<file path="config.mk">
export PLATFORM = sky130hd
export DESIGN_NAME = string_escape_encoder
export DESIGN_NICKNAME = d
export VERILOG_FILES = /design/src/sv/see_pkg.sv /design/src/sv/see_char_mux.sv /design/src/sv/string_escape_encoder.sv
export SDC_FILE = /design/constraint.sdc
export NUM_CORES = 1
export LEC_CHECK = 0
export ABC_AREA = 1
export BUFFER_PORTS_ARGS = -buffer_cell sky130_fd_sc_hd__buf_2
export CORE_UTILIZATION = 58
export DETAILED_ROUTE_END_ITERATION = 16
export PLACE_DENSITY = 0.8
export SLEW_MARGIN = 5
export SYNTH_ARGS = -nofsm -noshare
export SYNTH_HDL_FRONTEND = slang
export SYNTH_SLANG_ARGS = --single-unit
export TNS_END_PERCENT = 20
</file>
<file path="constraint.sdc">
create_clock -name clk -period 2.38 [get_ports clk]
set_clock_uncertainty 0.1 [all_clocks]
set_input_delay 0.238 -clock clk [delete_from_list [all_inputs] [get_ports clk]]
set_output_delay 0.238 -clock clk [all_outputs]
set_load 0.005 [all_outputs]
</file>
<file path="src/sv/see_pkg.sv">
// Shared types, codes and the microcode program of the string escape encoder.
package see_pkg;

  localparam int CP_W    = 21;
  localparam int PC_W    = 6;
  localparam int CFG_IDX_W = 3;

  // Configuration register indexes.
  localparam logic [CFG_IDX_W-1:0] REG_QUOTE_DOUBLE = 3'd0;
  localparam logic [CFG_IDX_W-1:0] REG_ESCAPE_HIGH  = 3'd1;
  localparam logic [CFG_IDX_W-1:0] REG_EOL_LENGTH   = 3'd2;
  localparam logic [CFG_IDX_W-1:0] REG_EOL_FIRST    = 3'd3;
  localparam logic [CFG_IDX_W-1:0] REG_EOL_SECOND   = 3'd4;

  // Input commands.
  localparam logic CMD_ENCODE = 1'b0;
  localparam logic CMD_FINISH = 1'b1;

  // Characters the encoder looks at or produces.
  localparam logic [CP_W-1:0] CH_BS     = 21'h08;
  localparam logic [CP_W-1:0] CH_TAB    = 21'h09;
  localparam logic [CP_W-1:0] CH_LF     = 21'h0A;
  localparam logic [CP_W-1:0] CH_FF     = 21'h0C;
  localparam logic [CP_W-1:0] CH_CR     = 21'h0D;
  localparam logic [CP_W-1:0] CH_SPACE  = 21'h20;
  localparam logic [CP_W-1:0] CH_DQUOTE = 21'h22;
  localparam logic [CP_W-1:0] CH_SQUOTE = 21'h27;
  localparam logic [CP_W-1:0] CH_BSLASH = 21'h5C;
  localparam logic [CP_W-1:0] CH_DEL    = 21'h7F;
  localparam logic [CP_W-1:0] CH_HIGH   = 21'h80;
  localparam logic [CP_W-1:0] CH_ASTRAL = 21'h10000;

  // Emission condition of a control word.
  localparam logic [1:0] COND_ALWAYS = 2'd0;
  localparam logic [1:0] COND_GE1    = 2'd1;
  localparam logic [1:0] COND_GE2    = 2'd2;

  // Character source of a control word.
  localparam logic [1:0] SRC_LIT  = 2'd0;
  localparam logic [1:0] SRC_CP   = 2'd1;
  localparam logic [1:0] SRC_EOL1 = 2'd2;
  localparam logic [1:0] SRC_EOL2 = 2'd3;
  localparam logic       HEX_OFF  = 1'b0;
  localparam logic       HEX_ON   = 1'b1;

  // When the emitted character closes the item.
  localparam logic [1:0] LAST_NEVER  = 2'd0;
  localparam logic [1:0] LAST_ALWAYS = 2'd1;
  localparam logic [1:0] LAST_LEN0   = 2'd2;
  localparam logic [1:0] LAST_LEN1   = 2'd3;

  // Sequencing operation.
  localparam logic [1:0] OP_NEXT = 2'd0;
  localparam logic [1:0] OP_END  = 2'd1;
  localparam logic [1:0] OP_TAIL = 2'd2;

  // Routine entry points in the program.
  localparam logic [PC_W-1:0] A_LF_CR = 6'd0;
  localparam logic [PC_W-1:0] A_LF    = 6'd2;
  localparam logic [PC_W-1:0] A_CRPFX = 6'd6;
  localparam logic [PC_W-1:0] A_TAB   = 6'd10;
  localparam logic [PC_W-1:0] A_BS    = 6'd12;
  localparam logic [PC_W-1:0] A_FF    = 6'd14;
  localparam logic [PC_W-1:0] A_XHEX  = 6'd16;
  localparam logic [PC_W-1:0] A_ESC   = 6'd20;
  localparam logic [PC_W-1:0] A_PLAIN = 6'd21;
  localparam logic [PC_W-1:0] A_U4    = 6'd22;
  localparam logic [PC_W-1:0] A_U8    = 6'd28;

  typedef struct packed {
    logic [1:0] cond;
    logic [1:0] src;
    logic       hex;
    logic [6:0] lit;
    logic [2:0] nib;
    logic [1:0] lastc;
    logic       prefix;
    logic [1:0] op;
  } ucw_t;

  typedef struct packed {
    logic            has;
    logic [PC_W-1:0] entry;
  } route_t;

  function automatic ucw_t mk(input logic [1:0] cond, input logic [1:0] src,
                              input logic hex, input logic [6:0] lit,
                              input logic [2:0] nib, input logic [1:0] lastc,
                              input logic prefix, input logic [1:0] op);
    ucw_t w;
    w.cond = cond; w.src = src; w.hex = hex; w.lit = lit; w.nib = nib;
    w.lastc = lastc; w.prefix = prefix; w.op = op;
    return w;
  endfunction

  function automatic ucw_t lit_w(input logic [6:0] lit, input logic [1:0] lastc,
                                 input logic prefix, input logic [1:0] op);
    return mk(COND_ALWAYS, SRC_LIT, HEX_OFF, lit, 3'd0, lastc, prefix, op);
  endfunction

  function automatic ucw_t hex_w(input logic [2:0] nib, input logic [1:0] op);
    ucw_t w;
    w = mk(COND_ALWAYS, SRC_LIT, HEX_ON, 7'h00, nib, LAST_NEVER, 1'b0, op);
    if (op == OP_END) begin
      w.lastc = LAST_ALWAYS;
    end
    return w;
  endfunction

  // The control program, one word per step.
  function automatic ucw_t ucode(input logic [PC_W-1:0] pc);
    ucw_t w;
    w = lit_w(7'h00, LAST_NEVER, 1'b0, OP_END);
    unique case (pc)
      // LF, entered at the first word when a CR is pending.
      6'd0:  w = lit_w(7'h5C, LAST_NEVER, 1'b0, OP_NEXT);
      6'd1:  w = lit_w(7'h72, LAST_NEVER, 1'b0, OP_NEXT);
      6'd2:  w = lit_w(7'h5C, LAST_NEVER, 1'b0, OP_NEXT);
      6'd3:  w = lit_w(7'h6E, LAST_LEN0, 1'b0, OP_NEXT);
      6'd4:  w = mk(COND_GE1, SRC_EOL1, HEX_OFF, 7'h00, 3'd0, LAST_LEN1, 1'b0, OP_NEXT);
      6'd5:  w = mk(COND_GE2, SRC_EOL2, HEX_OFF, 7'h00, 3'd0, LAST_ALWAYS, 1'b0, OP_END);
      // Pending CR flushed ahead of another character or on finish.
      6'd6:  w = lit_w(7'h5C, LAST_NEVER, 1'b1, OP_NEXT);
      6'd7:  w = lit_w(7'h72, LAST_LEN0, 1'b1, OP_NEXT);
      6'd8:  w = mk(COND_GE1, SRC_EOL1, HEX_OFF, 7'h00, 3'd0, LAST_LEN1, 1'b1, OP_NEXT);
      6'd9:  w = mk(COND_GE2, SRC_EOL2, HEX_OFF, 7'h00, 3'd0, LAST_ALWAYS, 1'b1, OP_TAIL);
      6'd10: w = lit_w(7'h5C, LAST_NEVER, 1'b0, OP_NEXT);
      6'd11: w = lit_w(7'h74, LAST_ALWAYS, 1'b0, OP_END);
      6'd12: w = lit_w(7'h5C, LAST_NEVER, 1'b0, OP_NEXT);
      6'd13: w = lit_w(7'h62, LAST_ALWAYS, 1'b0, OP_END);
      6'd14: w = lit_w(7'h5C, LAST_NEVER, 1'b0, OP_NEXT);
      6'd15: w = lit_w(7'h66, LAST_ALWAYS, 1'b0, OP_END);
      6'd16: w = lit_w(7'h5C, LAST_NEVER, 1'b0, OP_NEXT);
      6'd17: w = lit_w(7'h78, LAST_NEVER, 1'b0, OP_NEXT);
      6'd18: w = hex_w(3'd1, OP_NEXT);
      6'd19: w = hex_w(3'd0, OP_END);
      // Escaped pass-through; plain pass-through enters at the second word.
      6'd20: w = lit_w(7'h5C, LAST_NEVER, 1'b0, OP_NEXT);
      6'd21: w = mk(COND_ALWAYS, SRC_CP, HEX_OFF, 7'h00, 3'd0, LAST_ALWAYS, 1'b0, OP_END);
      6'd22: w = lit_w(7'h5C, LAST_NEVER, 1'b0, OP_NEXT);
      6'd23: w = lit_w(7'h75, LAST_NEVER, 1'b0, OP_NEXT);
      6'd24: w = hex_w(3'd3, OP_NEXT);
      6'd25: w = hex_w(3'd2, OP_NEXT);
      6'd26: w = hex_w(3'd1, OP_NEXT);
      6'd27: w = hex_w(3'd0, OP_END);
      6'd28: w = lit_w(7'h5C, LAST_NEVER, 1'b0, OP_NEXT);
      6'd29: w = lit_w(7'h55, LAST_NEVER, 1'b0, OP_NEXT);
      6'd30: w = hex_w(3'd7, OP_NEXT);
      6'd31: w = hex_w(3'd6, OP_NEXT);
      6'd32: w = hex_w(3'd5, OP_NEXT);
      6'd33: w = hex_w(3'd4, OP_NEXT);
      6'd34: w = hex_w(3'd3, OP_NEXT);
      6'd35: w = hex_w(3'd2, OP_NEXT);
      6'd36: w = hex_w(3'd1, OP_NEXT);
      6'd37: w = hex_w(3'd0, OP_END);
      default: w = lit_w(7'h00, LAST_NEVER, 1'b0, OP_END);
    endcase
    return w;
  endfunction

  // Picks the routine for a character other than LF; has is low for a CR.
  function automatic route_t classify(input logic [CP_W-1:0] cp, input logic quote_double,
                                      input logic escape_high);
    route_t r;
    r.has   = 1'b1;
    r.entry = A_PLAIN;
    if (cp < CH_SPACE || cp == CH_DEL) begin
      if (cp == CH_TAB) begin
        r.entry = A_TAB;
      end else if (cp == CH_CR) begin
        r.has = 1'b0;
      end else if (cp == CH_BS) begin
        r.entry = A_BS;
      end else if (cp == CH_FF) begin
        r.entry = A_FF;
      end else begin
        r.entry = A_XHEX;
      end
    end else if (cp < CH_HIGH || !escape_high) begin
      if ((quote_double && cp == CH_DQUOTE) || (!quote_double && cp == CH_SQUOTE) ||
          cp == CH_BSLASH) begin
        r.entry = A_ESC;
      end
    end else if (cp < CH_ASTRAL) begin
      r.entry = A_U4;
    end else begin
      r.entry = A_U8;
    end
    return r;
  endfunction

endpackage

</file>
<file path="src/sv/see_char_mux.sv">
// Datapath that forms the output character named by one control word.
module see_char_mux (
  input  see_pkg::ucw_t                cw,
  input  logic [see_pkg::CP_W-1:0]     cp,
  input  logic [see_pkg::CP_W-1:0]     eol_first,
  input  logic [see_pkg::CP_W-1:0]     eol_second,
  output logic [see_pkg::CP_W-1:0]     ch
);
  import see_pkg::*;

  logic [31:0] cp_wide;
  logic [3:0]  nibble;
  logic [6:0]  hex_ascii;

  assign cp_wide = {11'd0, cp};

  always_comb begin
    unique case (cw.nib)
      3'd0: nibble = cp_wide[3:0];
      3'd1: nibble = cp_wide[7:4];
      3'd2: nibble = cp_wide[11:8];
      3'd3: nibble = cp_wide[15:12];
      3'd4: nibble = cp_wide[19:16];
      3'd5: nibble = cp_wide[23:20];
      3'd6: nibble = cp_wide[27:24];
      3'd7: nibble = cp_wide[31:28];
      default: nibble = 4'd0;
    endcase
  end

  // Uppercase hex digit.
  assign hex_ascii = (nibble < 4'd10) ? (7'h30 + {3'd0, nibble}) : (7'h37 + {3'd0, nibble});

  always_comb begin
    if (cw.hex) begin
      ch = {14'd0, hex_ascii};
    end else begin
      unique case (cw.src)
        SRC_LIT:  ch = {14'd0, cw.lit};
        SRC_CP:   ch = cp;
        SRC_EOL1: ch = eol_first;
        SRC_EOL2: ch = eol_second;
        default:  ch = {14'd0, cw.lit};
      endcase
    end
  end

endmodule

</file>
<file path="src/sv/string_escape_encoder.sv">
// Top level of the string escape encoder: microcode sequencer and output register.
//
// The input channel (in_valid/in_ready) takes one word per item: a command and a
// code point. Encode commands produce the escaped form of the code point, one
// character per output word, with out_last set on the final character of the
// item. A CR produces nothing at once; it is held and flushed as \r plus the line
// end ahead of the next character, joined into \r\n with a following LF, or
// flushed by a finish command. A finish with nothing held produces no words.
// The configuration channel (cfg_valid/cfg_ready, always ready) writes register
// cfg_index with cfg_data; change it only while the encoder is idle.
// Timing: one microcode step per cycle unless a stalled receiver holds an emitting
// step; each step emits at most one character. An item runs 0 to 14 steps: plain
// character 1, LF 4 (6 with a held CR), \x escape 4, \U escape 10, plus 4 for a held
// CR flushed ahead of another character; a CR or an empty finish takes none.
// The accepted item is registered, then the first step loads the output register.
// in_ready is low while a routine runs. A stalled receiver (out_ready low)
// holds the output register and freezes the sequencer on its next emitting step.
// Reset clears the held CR and loads the register reset values.
module string_escape_encoder #(
  parameter int unsigned EOL_MAX_LEN = 2
) (
  input  logic                                clk,
  input  logic                                rst_n,
  input  logic                                in_valid,
  output logic                                in_ready,
  input  logic                                in_command,
  input  logic [see_pkg::CP_W-1:0]            in_code_point,
  output logic                                out_valid,
  input  logic                                out_ready,
  output logic [see_pkg::CP_W-1:0]            out_char,
  output logic                                out_last,
  input  logic                                cfg_valid,
  output logic                                cfg_ready,
  input  logic [see_pkg::CFG_IDX_W-1:0]       cfg_index,
  input  logic [see_pkg::CP_W-1:0]            cfg_data
);
  import see_pkg::*;

  localparam logic [1:0] EolCap = (EOL_MAX_LEN < 2) ? 2'(EOL_MAX_LEN) : 2'd2;

  logic            quote_double_r, escape_high_r;
  logic [1:0]      eol_length_r;
  logic [CP_W-1:0] eol_first_r, eol_second_r;

  logic            pending_r, pending_nxt;
  logic            busy_r, busy_nxt;
  logic            tail_r, tail_nxt;
  logic [PC_W-1:0] pc_r, pc_nxt;
  logic [PC_W-1:0] main_r, main_nxt;
  logic [CP_W-1:0] cp_r, cp_nxt;

  logic            out_valid_r, out_valid_nxt;
  logic [CP_W-1:0] out_char_r, out_char_nxt;
  logic            out_last_r, out_last_nxt;

  logic            accept, slot_free, emit_ok, last_now, fire;
  logic [1:0]      len_eff;
  ucw_t            cw;
  route_t          route;
  logic [CP_W-1:0] ch;

  assign in_ready  = !busy_r;
  assign cfg_ready = 1'b1;
  assign out_valid = out_valid_r;
  assign out_char  = out_char_r;
  assign out_last  = out_last_r;

  assign accept    = in_valid && in_ready;
  assign slot_free = !out_valid_r || out_ready;
  assign len_eff   = (eol_length_r > EolCap) ? EolCap : eol_length_r;

  assign cw    = ucode(pc_r);
  assign route = classify(in_code_point, quote_double_r, escape_high_r);

  see_char_mux u_char_mux (
    .cw         (cw),
    .cp         (cp_r),
    .eol_first  (eol_first_r),
    .eol_second (eol_second_r),
    .ch         (ch)
  );

  always_comb begin
    unique case (cw.cond)
      COND_ALWAYS: emit_ok = 1'b1;
      COND_GE1:    emit_ok = (len_eff >= 2'd1);
      COND_GE2:    emit_ok = (len_eff >= 2'd2);
      default:     emit_ok = 1'b0;
    endcase
  end

  // A flush ahead of another character never carries the last mark.
  always_comb begin
    unique case (cw.lastc)
      LAST_NEVER:  last_now = 1'b0;
      LAST_ALWAYS: last_now = 1'b1;
      LAST_LEN0:   last_now = (len_eff == 2'd0);
      LAST_LEN1:   last_now = (len_eff == 2'd1);
      default:     last_now = 1'b0;
    endcase
    if (cw.prefix && tail_r) begin
      last_now = 1'b0;
    end
  end

  assign fire = busy_r && (!emit_ok || slot_free);

  always_comb begin
    pending_nxt   = pending_r;
    busy_nxt      = busy_r;
    tail_nxt      = tail_r;
    pc_nxt        = pc_r;
    main_nxt      = main_r;
    cp_nxt        = cp_r;
    out_valid_nxt = out_valid_r && !out_ready;
    out_char_nxt  = out_char_r;
    out_last_nxt  = out_last_r;

    if (accept) begin
      cp_nxt      = in_code_point;
      pending_nxt = (in_command == CMD_ENCODE) && (in_code_point == CH_CR);
      main_nxt    = route.entry;
      tail_nxt    = 1'b0;
      if (in_command == CMD_FINISH) begin
        busy_nxt = pending_r;
        pc_nxt   = A_CRPFX;
      end else if (in_code_point == CH_LF) begin
        busy_nxt = 1'b1;
        pc_nxt   = pending_r ? A_LF_CR : A_LF;
      end else if (pending_r) begin
        busy_nxt = 1'b1;
        pc_nxt   = A_CRPFX;
        tail_nxt = route.has;
      end else begin
        busy_nxt = route.has;
        pc_nxt   = route.entry;
      end
    end else if (fire) begin
      if (emit_ok) begin
        out_valid_nxt = 1'b1;
        out_char_nxt  = ch;
        out_last_nxt  = last_now;
      end
      unique case (cw.op)
        OP_NEXT: pc_nxt = pc_r + PC_W'(1);
        OP_TAIL: begin
          if (tail_r) begin
            pc_nxt   = main_r;
            tail_nxt = 1'b0;
          end else begin
            busy_nxt = 1'b0;
          end
        end
        default: busy_nxt = 1'b0;
      endcase
    end
  end

  always_ff @(posedge clk) begin
    if (!rst_n) begin
      pending_r      <= 1'b0;
      busy_r         <= 1'b0;
      tail_r         <= 1'b0;
      pc_r           <= '0;
      out_valid_r    <= 1'b0;
      quote_double_r <= 1'b1;
      escape_high_r  <= 1'b1;
      eol_length_r   <= 2'd0;
      eol_first_r    <= '0;
      eol_second_r   <= '0;
    end else begin
      pending_r   <= pending_nxt;
      busy_r      <= busy_nxt;
      tail_r      <= tail_nxt;
      pc_r        <= pc_nxt;
      out_valid_r <= out_valid_nxt;
      if (cfg_valid && cfg_ready) begin
        unique case (cfg_index)
          REG_QUOTE_DOUBLE: quote_double_r <= cfg_data[0];
          REG_ESCAPE_HIGH:  escape_high_r  <= cfg_data[0];
          REG_EOL_LENGTH:   eol_length_r   <= cfg_data[1:0];
          REG_EOL_FIRST:    eol_first_r    <= cfg_data;
          REG_EOL_SECOND:   eol_second_r   <= cfg_data;
          default: ;
        endcase
      end
    end
  end

  always_ff @(posedge clk) begin
    main_r     <= main_nxt;
    cp_r       <= cp_nxt;
    out_char_r <= out_char_nxt;
    out_last_r <= out_last_nxt;
  end

  // A word left waiting after its routine ended must close its item.
  a_idle_last: assert property (@(posedge clk) disable iff (!rst_n)
    (out_valid_r && !busy_r) |-> out_last_r)
    else $error("word waiting after routine end lacks last mark");

  // A chained routine is only recorded while the sequencer runs.
  a_tail_busy: assert property (@(posedge clk) disable iff (!rst_n)
    tail_r |-> busy_r)
    else $error("chained routine recorded while idle");

  // A CR is held after it is accepted.
  a_cr_held: assert property (@(posedge clk) disable iff (!rst_n)
    (accept && in_command == CMD_ENCODE && in_code_point == CH_CR) |=> pending_r)
    else $error("carriage return not held");

  // A finish with nothing held produces no work.
  a_empty_finish: assert property (@(posedge clk) disable iff (!rst_n)
    (accept && in_command == CMD_FINISH && !pending_r) |=> !busy_r)
    else $error("empty finish started a routine");

endmodule

</file>
Word level (Yosys, flattened, before mapping)
Memories as Yosys holds them, arrays and structs flattened. A register that Yosys moved wholly into a read port is not among the register bits.
Cells that the tools add are included.
{"block": "classes", "n_addsub": 3, "n_lt_le_gt_ge": 7, "eq_ne": 33, "n_mux": 44, "bitwise": 2, "n_reduce_logical": 39}
{"cell": "equality test 21 x 4 -> 1 bit, second input constant", "n": 5}
{"cell": "one-hot mux 21 bit (4 select lines)", "n": 1}
{"cell": "2-to-1 mux 6 bit", "n": 13}
{"cell": "equality test 21 x 6 -> 1 bit, second input constant", "n": 2}
{"cell": "equality test 21 x 7 -> 1 bit, second input constant", "n": 2}
{"cell": "one-hot mux 4 bit (7 select lines)", "n": 1}
{"cell": "< comparator 21 x 17 -> 1 bit, second input constant", "n": 1}
{"cell": "< comparator 21 x 6 -> 1 bit, second input constant", "n": 1}
{"cell": "< comparator 21 x 8 -> 1 bit, second input constant", "n": 1}
{"cell": "2-to-1 mux 1 bit", "n": 19}
{"cell": "equality test 3 bit, second input constant", "n": 5}
{"cell": "adder 6 x 4 -> 7 bit, first input constant", "n": 2}
{"cell": "2-to-1 mux 7 bit", "n": 2}
{"cell": "equality test 2 bit, second input constant", "n": 6}
{"cell": "equality test 3 x 2 -> 1 bit, second input constant", "n": 4}
{"cell": "one-hot mux 6 bit (2 select lines)", "n": 1}
{"cell": "AND reduction 2 bit", "n": 6}
{"cell": "zero test 2 bit", "n": 5}
{"cell": "AND reduction 3 bit", "n": 3}
{"cell": "equality test 2 x 1 -> 1 bit, second input constant", "n": 4}
{"cell": "logical AND 1 bit", "n": 7}
{"cell": "adder 6 x 1 -> 6 bit, second input constant", "n": 1}
{"cell": "equality test 3 x 1 -> 1 bit, second input constant", "n": 2}
{"cell": "zero test 1 bit", "n": 6}
{"cell": "other kinds (18)", "n": 28}
{"block": "word_totals", "ff_bits": 105, "rom_bits": 1280, "inputBits": 51, "output_inout_bits": 25, "wordCells": 144, "mem_count": 1}
{"memory": "(no name shown)", "words": 64, "width": 20, "rd": 1, "rd_clocked_by_memory_dff": 1, "write_ports": 0, "line": "see_pkg.sv:114", "source": "unique case (pc)"}

Depth between registers and ports, before layout
Gate-level depths: netlist (run 1).
{"block": "logic_depth", "ltp_word": 13, "ltp_mapped": 20, "ltp_nobuf": 20}

By module
Synthesis (run 1) repeated with hierarchy kept, for this count alone.
{"block": "unflattened", "hier_cells": 838, "hier_area_um2": 6496.2}
{"mod": "string_escape_encoder", "n_inst": 1, "cells_each": 622, "area_per_inst_um2": 5474.0, "seq_area_each_um2": 2962.8}
{"mod": "see_char_mux", "n_inst": 1, "cells_each": 216, "area_per_inst_um2": 1022.2, "seq_area_each_um2": 0.0}

Worst setup path after synthesis (run 1)
OpenSTA, ideal clock, no wires.
{"block": "synth_timing", "kind": "register to register", "startpoint": "register busy_r", "endpoint": "register, netlist name cw[11]", "setup_time_ns": 0.112, "arrival_ns": 1.929, "required_time_ns": 2.168, "path_slack_ns": 0.240, "path_stages_with_launch": 18, "n_path_buf": 0, "synth_period_minus_slack_ns": 2.140, "cell_sequence": "dfxtp_1 inv_2 nand2_2 nor2_2 inv_1 nor2_4 nand2_1 nand2_1 nand2_1 nand2_2 inv_2 ha_1 inv_1 nand3_1 nand3_2 nand2_1 nor2_1 nor2_1"}
{"block": "synth_between", "elab_chain_len": 6, "elab_cells_between_ends": 10, "cone_classes": "1 x eq/ne; 3 x mux; 6 x reduce/logical"}
{"element": "start: declaration", "line": "string_escape_encoder.sv:46", "source": "logic busy_r, busy_nxt;"}
{"element": "start signal: assignment", "line": "string_escape_encoder.sv:173", "source": "busy_r <= busy_nxt;"}
{"element": "zero test 1 bit (*)", "line": "string_escape_encoder.sv:62", "source": "assign in_ready = !busy_r;"}
{"element": "named net in_ready", "line": "string_escape_encoder.sv:25", "source": "output logic in_ready,"}
{"element": "logical AND 1 bit (*)", "line": "string_escape_encoder.sv:68", "source": "assign accept = in_valid && in_ready;"}
{"element": "!= test 3 bit (no source line) (tied with other cells)"}
{"element": "AND reduction 3 bit (no source line)"}
{"element": "2-to-1 mux 6 bit (no source line) (*) (2 in series)"}
The timed path passes the listed nets; every way through them passes the cells marked *.
A chain may end at the register's enable or synchronous reset.

Worst setup path after layout (run 1)
{"block": "layout_timing", "startpoint": "input in_code_point[4] in the netlist's numbering", "endpoint": "register, netlist name cw[8]"}
{"block": "layout_between", "elab_chain_len": 13, "elab_cells_between_ends": 32, "cone_classes": "3 x order compare; 9 x eq/ne; 14 x mux; 6 x reduce/logical"}
{"element": "start: declaration", "line": "string_escape_encoder.sv:27", "source": "input logic [see_pkg::CP_W-1:0] in_code_point,"}
{"element": "parallel branches: the longest is 8 deep, another holds < comparator 21 x 17 -> 1 bit"}
{"element": "2-to-1 mux 6 bit (*)", "line": "string_escape_encoder.sv:127", "source": "end else if (in_code_point == CH_LF) begin"}
{"element": "2-to-1 mux 6 bit (*)", "line": "string_escape_encoder.sv:124", "source": "if (in_command == CMD_FINISH) begin"}
{"element": "2-to-1 mux 6 bit (*)", "line": "string_escape_encoder.sv:119", "source": "if (accept) begin"}
{"element": "2-to-1 mux 6 bit (no source line) (*) (2 in series)"}
Every way passes the cells marked *.

==> impl_metrics.ini, run 1 <==
[clock_network]
root_buffer = clkbuf_8
cts_buffers = 17
cts_tree = built
cts.sinks = 124
htree_levels = 4
cts_max_path_buffers = 2
insertion_delay_ps = 540
clk_pin_slew_ps = 60

[sta]
fin_ws_ps = 12.6
slew_viol_final = 0
fin_crit_ps = 2370
setup_viol = 0
slew_headroom_pct = 52.5
rsz0062_at_grt = true
finalCritPeriodShare_pct = 99.5
whs_ps = 3.88
tightest_slew_ps = 712
hold_viol_final = 0
max_freq_ghz = 0.422

[synth]
synth_async_sr_flop_share_pct = 0
netlist-cell-type-count = 48
yosysSeqAreaShare_pct = 47.2
synth_compound_area_share_pct = 15.7
synthTopCellsByArea = dfxtp_1 (24%), edfxtp_1 (23%), nand2_1 (9.7%)
synth_top_cell_area_share_pct = 24.3
synth_top_family_by_area = simple AND/OR/NAND/NOR gates
ys_warn_count = 0
synthMuxAreaShare_pct = 0.160
syn_area_sq_um = 6270
syn_inst = 791
syn_nets = 857
synth-edff-count = 48
ys.flop_type = dfxtp_1
yosysTopAreaCell = dfxtp_1
avgSynthCellArea_sq_um = 7.93
synthAdderAreaFrac_pct = 2.99
synth-simple-area-share_pct = 25.2
ys_ff_latch = 124
synth-xor-area-share_pct = 0

[setup_path]
crit_fanout = 6
cp.arrival_ps = 2730
cp_common_cell = nand2_2
required_ps = 2740
crit_slowest_cell = dlygate4sd3_1
path_cells = dlygate4sd3_1 > buf_2 > nor2_4 > nand2_4 > nor3_4 > nand2_2 > nand2_2 > nor2_4 > nand2_1 > nand2_1 > nand2_2 > nand2_4 > inv_4 > ha_4 > nand4_1 > buf_4 > a21oi_1
max_stage_delay_ps = 530
path_class = primary input to flop
start_kind = primary input
critPathCaptureType = flop

[die]
initial_core_util_pct = 60.2
fp-row-count = 37
dieHeight_microns = 106
die_w_microns = 106
core-area_sq_um = 10400
die_area_sq_um = 11200
pin_count = 76

[grt]
grt_max_degree = 46
grt_overflow = 0
grt_pass1_wl_microns = 28900
grt_pass1_vias = 5847
antenna_found_initial = 0
grtUsageTotal_pct = 33.8

[power_and_ir_drop]
pwr-share-clk_pct = 39.8
power_frac_comb_pct = 17.7
p_seq_share_pct = 42.5
p_sw_w = 0.00162
p_int_w = 0.00415
power_w = 0.00578
leakage_nw = 3.65
power.density_nw_per_um2 = 700
max-vdd-ir-drop_v = 0.000521
p_sw_share_pct = 28.1

[detailed_routing]
vias_per_cell = 5.66
post_drt_wl_per_cell_microns = 16.8
drc = 0
wirelength_microns = 18400
final_antenna_net_count = 0
dr.pass1.iters = 7
drt_iter0_drc = 620
num_vias = 6231

[placed_design]
placed_cell_area_sq_um = 7030
hpwl_microns = 12700
gp_congestion = 0.923
pre_cts_slack_ps = -109
io_buffers = 74

[layout]
seq_area_sq_um = 2960
nets = 1018
synthToLayoutAreaGrowth_pct = 31.6
design_area_sq_um = 8250
fin_util_pct = 79.2
multi_input_area_sq_um = 2970
drive_above_1_share_pct = 24.7
num_antenna_cells = 0
nFillCells = 720

[hold_path]
hold_class = primary input to flop

[run_status]
status = finished, final reports clean

[job]
cap_violations = 0
[routing by layer]
layer / GRT usage (%) / up-vias / wire length (microns)
li1: - / 2926 / -
met1: 44.8 / 2900 / 7890
met2: 51.5 / 350 / 8430
met3: 8.77 / 55 / 1610
met4: 16.2 / 0 / 510
met5: 0 / - / 0
[state kept, by name (all words and copies together) (netlist names), 2 cells and up]
name and flops:
out_char 21, cp_r 21, pc_r 6, eol_first_r 21, main_r 5, eol_second_r 21, eol_length_r 2, cw 20
[cell usage after synthesis, types with 2 or more instances]
master	count
clkbuf_1	18
nor3_1	4
nor2_2	9
a221oi_1	8
nand3_1	42
edfxtp_1	48
nand2_4	3
nand3_2	5
o21ai_2	2
o211ai_1	14
a21oi_1	45
buf_2	3
o221ai_1	2
o21bai_1	3
dfxtp_1	76
nor2_4	6
a21oi_2	2
ha_1	15
o22ai_1	7
inv_1	98
nor2_1	84
o21ai_1	8
nand2_1	162
inv_2	13
nand4_1	8
o21ai_0	73
nand2_2	12
[cell usage in the layout (no fill, tap or decap), types with 14 or more instances in the layout]
cell type	Yosys	final
inv_1	98	94
buf_4	1	51
clkbuf_16	0	17
dfxtp_1	76	76
edfxtp_1	48	48
nand3_1	42	40
nor2_1	84	77
nand2_1	162	156
a21oi_1	45	44
nand2_2	12	15
o21ai_0	73	69
buf_2	3	69
inv_2	13	16
dlygate4sd3_1	0	44
o211ai_1	14	14
[metrics by stage]
step | std cells | setup TNS, ps
after CTS | 1099 | 0
final | 1101 | 0
after detailed placement | 1021 | -463
after global placement | 1021 | -48.0
after global routing | 1101 | -242
after floorplan | 791 | 0
[worst paths after layout]
path,from,to,depth (start not counted),slack [ps]
hold reg to reg,eol_first_r[0],eol_first_r[0],2,350
hold / removal,in_valid,pending_r,4,4
setup reg to reg,tail_r,cw[8],14,60
setup / recovery,in_code_point[4],cw[8],17,10
[critical path, delay by kind of cell]
family	cells	cell delay, ps
and+or+nand+nor	11	1200
buffers and inverters	4	1010
adders and majority gates	1	150
AOI/OAI and AO/OA	1	120
[timing repair]
action                                  in CTS  in global routing
hold buffers                                46                  0
pin swaps                                    2                 17
endpoints found under the hold margin       67                  0
resized for setup                            2                 57
buffers inserted                             0                  4
endpoints found under the setup margin       3                 21
[power groups by stage]
stage | clock [W] | combinational [W] | sequential, W
floorplan | 0 | 0.000549 | 0.00246
global placement | 0 | 0.000854 | 0.00249
detailed placement | 0 | 0.000873 | 0.00249
CTS | 0.00230 | 0.000935 | 0.00245
global route | 0.00241 | 0.00112 | 0.00246
finish | 0.00230 | 0.00102 | 0.00245
[logic make-up (layout without fill, tap and decap cells)]
logic type | after synthesis | after routing
other | 1 | 1
buffers and inverters | 137 | 311
adder cells (fa/ha/maj) | 15 | 15
flip-flops | 124 | 124
multiplexers | 1 | 1
AND/OR/NAND/NOR | 343 | 343
AO/OA/AOI/OAI | 170 | 170
[final cells by class]
class | instances | share of cell area [%]
well taps | 136 | 2.06
repair buffers | 167 | 14.6
clock buffers | 25 | 5.88
clock inverters | 7 | 0.470
flip-flops and latches | 124 | 35.9
inverters | 112 | 5.13
multi-input cells | 530 | 35.9
No activity file was read; power rests on OpenSTA's default activity.
==> inputs of run 2 (changes only) <==
--- a/config.mk
+++ b/config.mk
@@ -7,9 +7,9 @@
 export LEC_CHECK = 0
 export ABC_AREA = 1
 export BUFFER_PORTS_ARGS = -buffer_cell sky130_fd_sc_hd__buf_2
-export CORE_UTILIZATION = 58
+export CORE_UTILIZATION = 35
 export DETAILED_ROUTE_END_ITERATION = 16
-export PLACE_DENSITY = 0.8
+export PLACE_DENSITY = 0.53
 export SLEW_MARGIN = 5
 export SYNTH_ARGS = -nofsm -noshare
 export SYNTH_HDL_FRONTEND = slang
==> constraint.sdc (replaced) <==
create_clock -name clk -period 2.7 [get_ports clk]
set_clock_uncertainty 0.1 [all_clocks]
set_input_delay 0.27 -clock clk [delete_from_list [all_inputs] [get_ports clk]]
set_output_delay 0.27 -clock clk [all_outputs]
set_load 0.005 [all_outputs]
==> impl_metrics.ini, run 2 (synthesis gave the netlist of run 1 again) <==
[run_status]
status = finished, final reports clean

[clock_network]
cts_buffers = 17
clk_pin_slew_ps = 50
cts_tree = built
cts_max_path_buffers = 2
cts.sinks = 124
insertion_delay_ps = 410
htree_levels = 4
root_buffer = clkbuf_16

[die]
pin_count = 76
core-area_sq_um = 17400
dieHeight_microns = 136
fp-row-count = 48
die_area_sq_um = 18500
initial_core_util_pct = 36.0
die_w_microns = 136

[placed_design]
gp_congestion = 0.877
hpwl_microns = 12900
io_buffers = 74
placed_cell_area_sq_um = 6980

[setup_path]
r2r_end = cw[14]
crit_fanout = 8
path_cells = dlygate4sd3_1 > buf_2 > nor2_1 > nand2_2 > inv_2 > nand2_2 > nor2_8 > nand2_2 > nand2_2 > nor2_4 > nand2_1 > nand2_1 > nand2_2 > nand2_4 > inv_6 > buf_4 > ha_1 > nand3b_1 > nand3_1 > nand2_1 > nand3_1
r2r_start = cw[1]
path_class = primary input to flop
max_stage_delay_ps = 540
cp.arrival_ps = 2840
crit_slowest_cell = dlygate4sd3_1
ff2ff_setup_slack_ps = 250
start_kind = primary input
required_ps = 2900
critPathCaptureType = flop
worstRegToRegCells = 17
cp_common_cell = nand2_2

[detailed_routing]
drt_iter0_drc = 383
post_drt_wl_per_cell_microns = 15.6
final_antenna_net_count = 0
num_vias = 5542
dr.pass1.iters = 5
vias_per_cell = 4.84
drc = 0
wirelength_microns = 17900

[layout]
final_cell_mix = nand2_1 (158), inv_1 (98), nor2_1 (79), dfxtp_1 (76), buf_2 (74)
fin_util_pct = 45.6
nets = 973
drive_above_1_share_pct = 22.6
num_antenna_cells = 0
synthToLayoutAreaGrowth_pct = 26.6
nFillCells = 1762
design_area_sq_um = 7940
mostFrequentLayoutCell = nand2_1

[grt]
use_met1_pct = 27.7
use_met2_pct = 32.5
grtUsageTotal_pct = 20.5
grt_pass1_vias = 5230
grt_overflow = 0
antenna_found_initial = 0
met3_usage_pct = 4.33
grt_max_degree = 44
grt.busiest_layer = met2
grt_pass1_wl_microns = 28400

[sta]
slew_viol_final = 0
max_freq_ghz = 0.378
setup_viol = 0
tightest_slew_ps = 538
fin_crit_ps = 2640
rsz0062_at_grt = true
slew_headroom_pct = 64.1
finalCritPeriodShare_pct = 97.9
hold_viol_final = 0

[hold_path]
hold_class = primary input to flop
holdCritStartpoint = in_code_point[1]
hold_path_depth = 1
holdPathEnd = cp_r[1]

[power_and_ir_drop]
leakage_nw = 3.46
max-vdd-ir-drop_v = 0.000468
power.density_nw_per_um2 = 691

[job]
cap_violations = 0
## run 2: final cells by class
class | count | area, sq um | area share, %
well taps | 225 | 282 | 3.55
clock buffers | 19 | 454 | 5.72
clock inverters | 13 | 195 | 2.46
flip-flops and latches | 124 | 2960 | 37.3
repair buffers | 122 | 778 | 9.81
inverters | 112 | 425 | 5.36
multi-input cells | 530 | 2840 | 35.8
## run 2: layer usage
layer	up-vias	wire length (microns)
met2	131	8220
met4	0	381
met3	21	692
met5	-	0
li1	2848	-
met1	2542	8560
## run 2: through the flow
step / worst slack (ps) / instances / setup TNS [ps] / hold WS, ps / total power [W]
2_1_floorplan: 560 / 791 / 0 / 269 / 0.00265
3_3_place_gp: 171 / 1086 / 0 / 333 / 0.00293
3_5_place_dp: 113 / 1086 / 0 / 342 / 0.00293
4_1_cts: 6.95 / 1132 / 0 / 6.05 / 0.00548
5_1_grt: -96.9 / 1145 / -631 / 15.2 / 0.00572
6_report: 58.0 / 1145 / 0 / 21.2 / 0.00548
## run 2: worst max-delay path, delay by kind of cell
kind | cells | cell delay (ps)
AND/OR/NAND/NOR | 15 | 1370
buffers and inverters | 5 | 1000
adder cells (fa/ha/maj) | 1 | 190
## run 2: worst max path at each step
stage	from	slack [ps]	endpoint
2_1_floorplan	busy_r	560	cw[11]
3_3_place_gp	in_code_point[19]	170	cw[11]
3_5_place_dp	in_code_point[19]	110	cw[13]
4_1_cts	in_code_point[10]	7	cw[0]
5_1_grt	in_code_point[12]	-100	cw[3]
6_report	in_code_point[12]	60	cw[3]
## run 2: repair_timing
| item | 4_1_cts | 5_1_grt |
|---|---|---|
| setup buffers | 0 | 13 |
| hold buffers | 14 | 0 |
| resized for setup | 0 | 19 |
| endpoints found under the setup margin | 0 | 14 |
| hold endpoints to repair | 14 | 0 |
## run 2: where the power goes
part           total [W]  switching (W)  internal [W]  leakage [nW]
registers        0.00215      0.0000652       0.00209          1.07
logic           0.000812       0.000513      0.000299          2.08
clock network    0.00252       0.000839       0.00168         0.311
total            0.00548        0.00142       0.00406          3.46
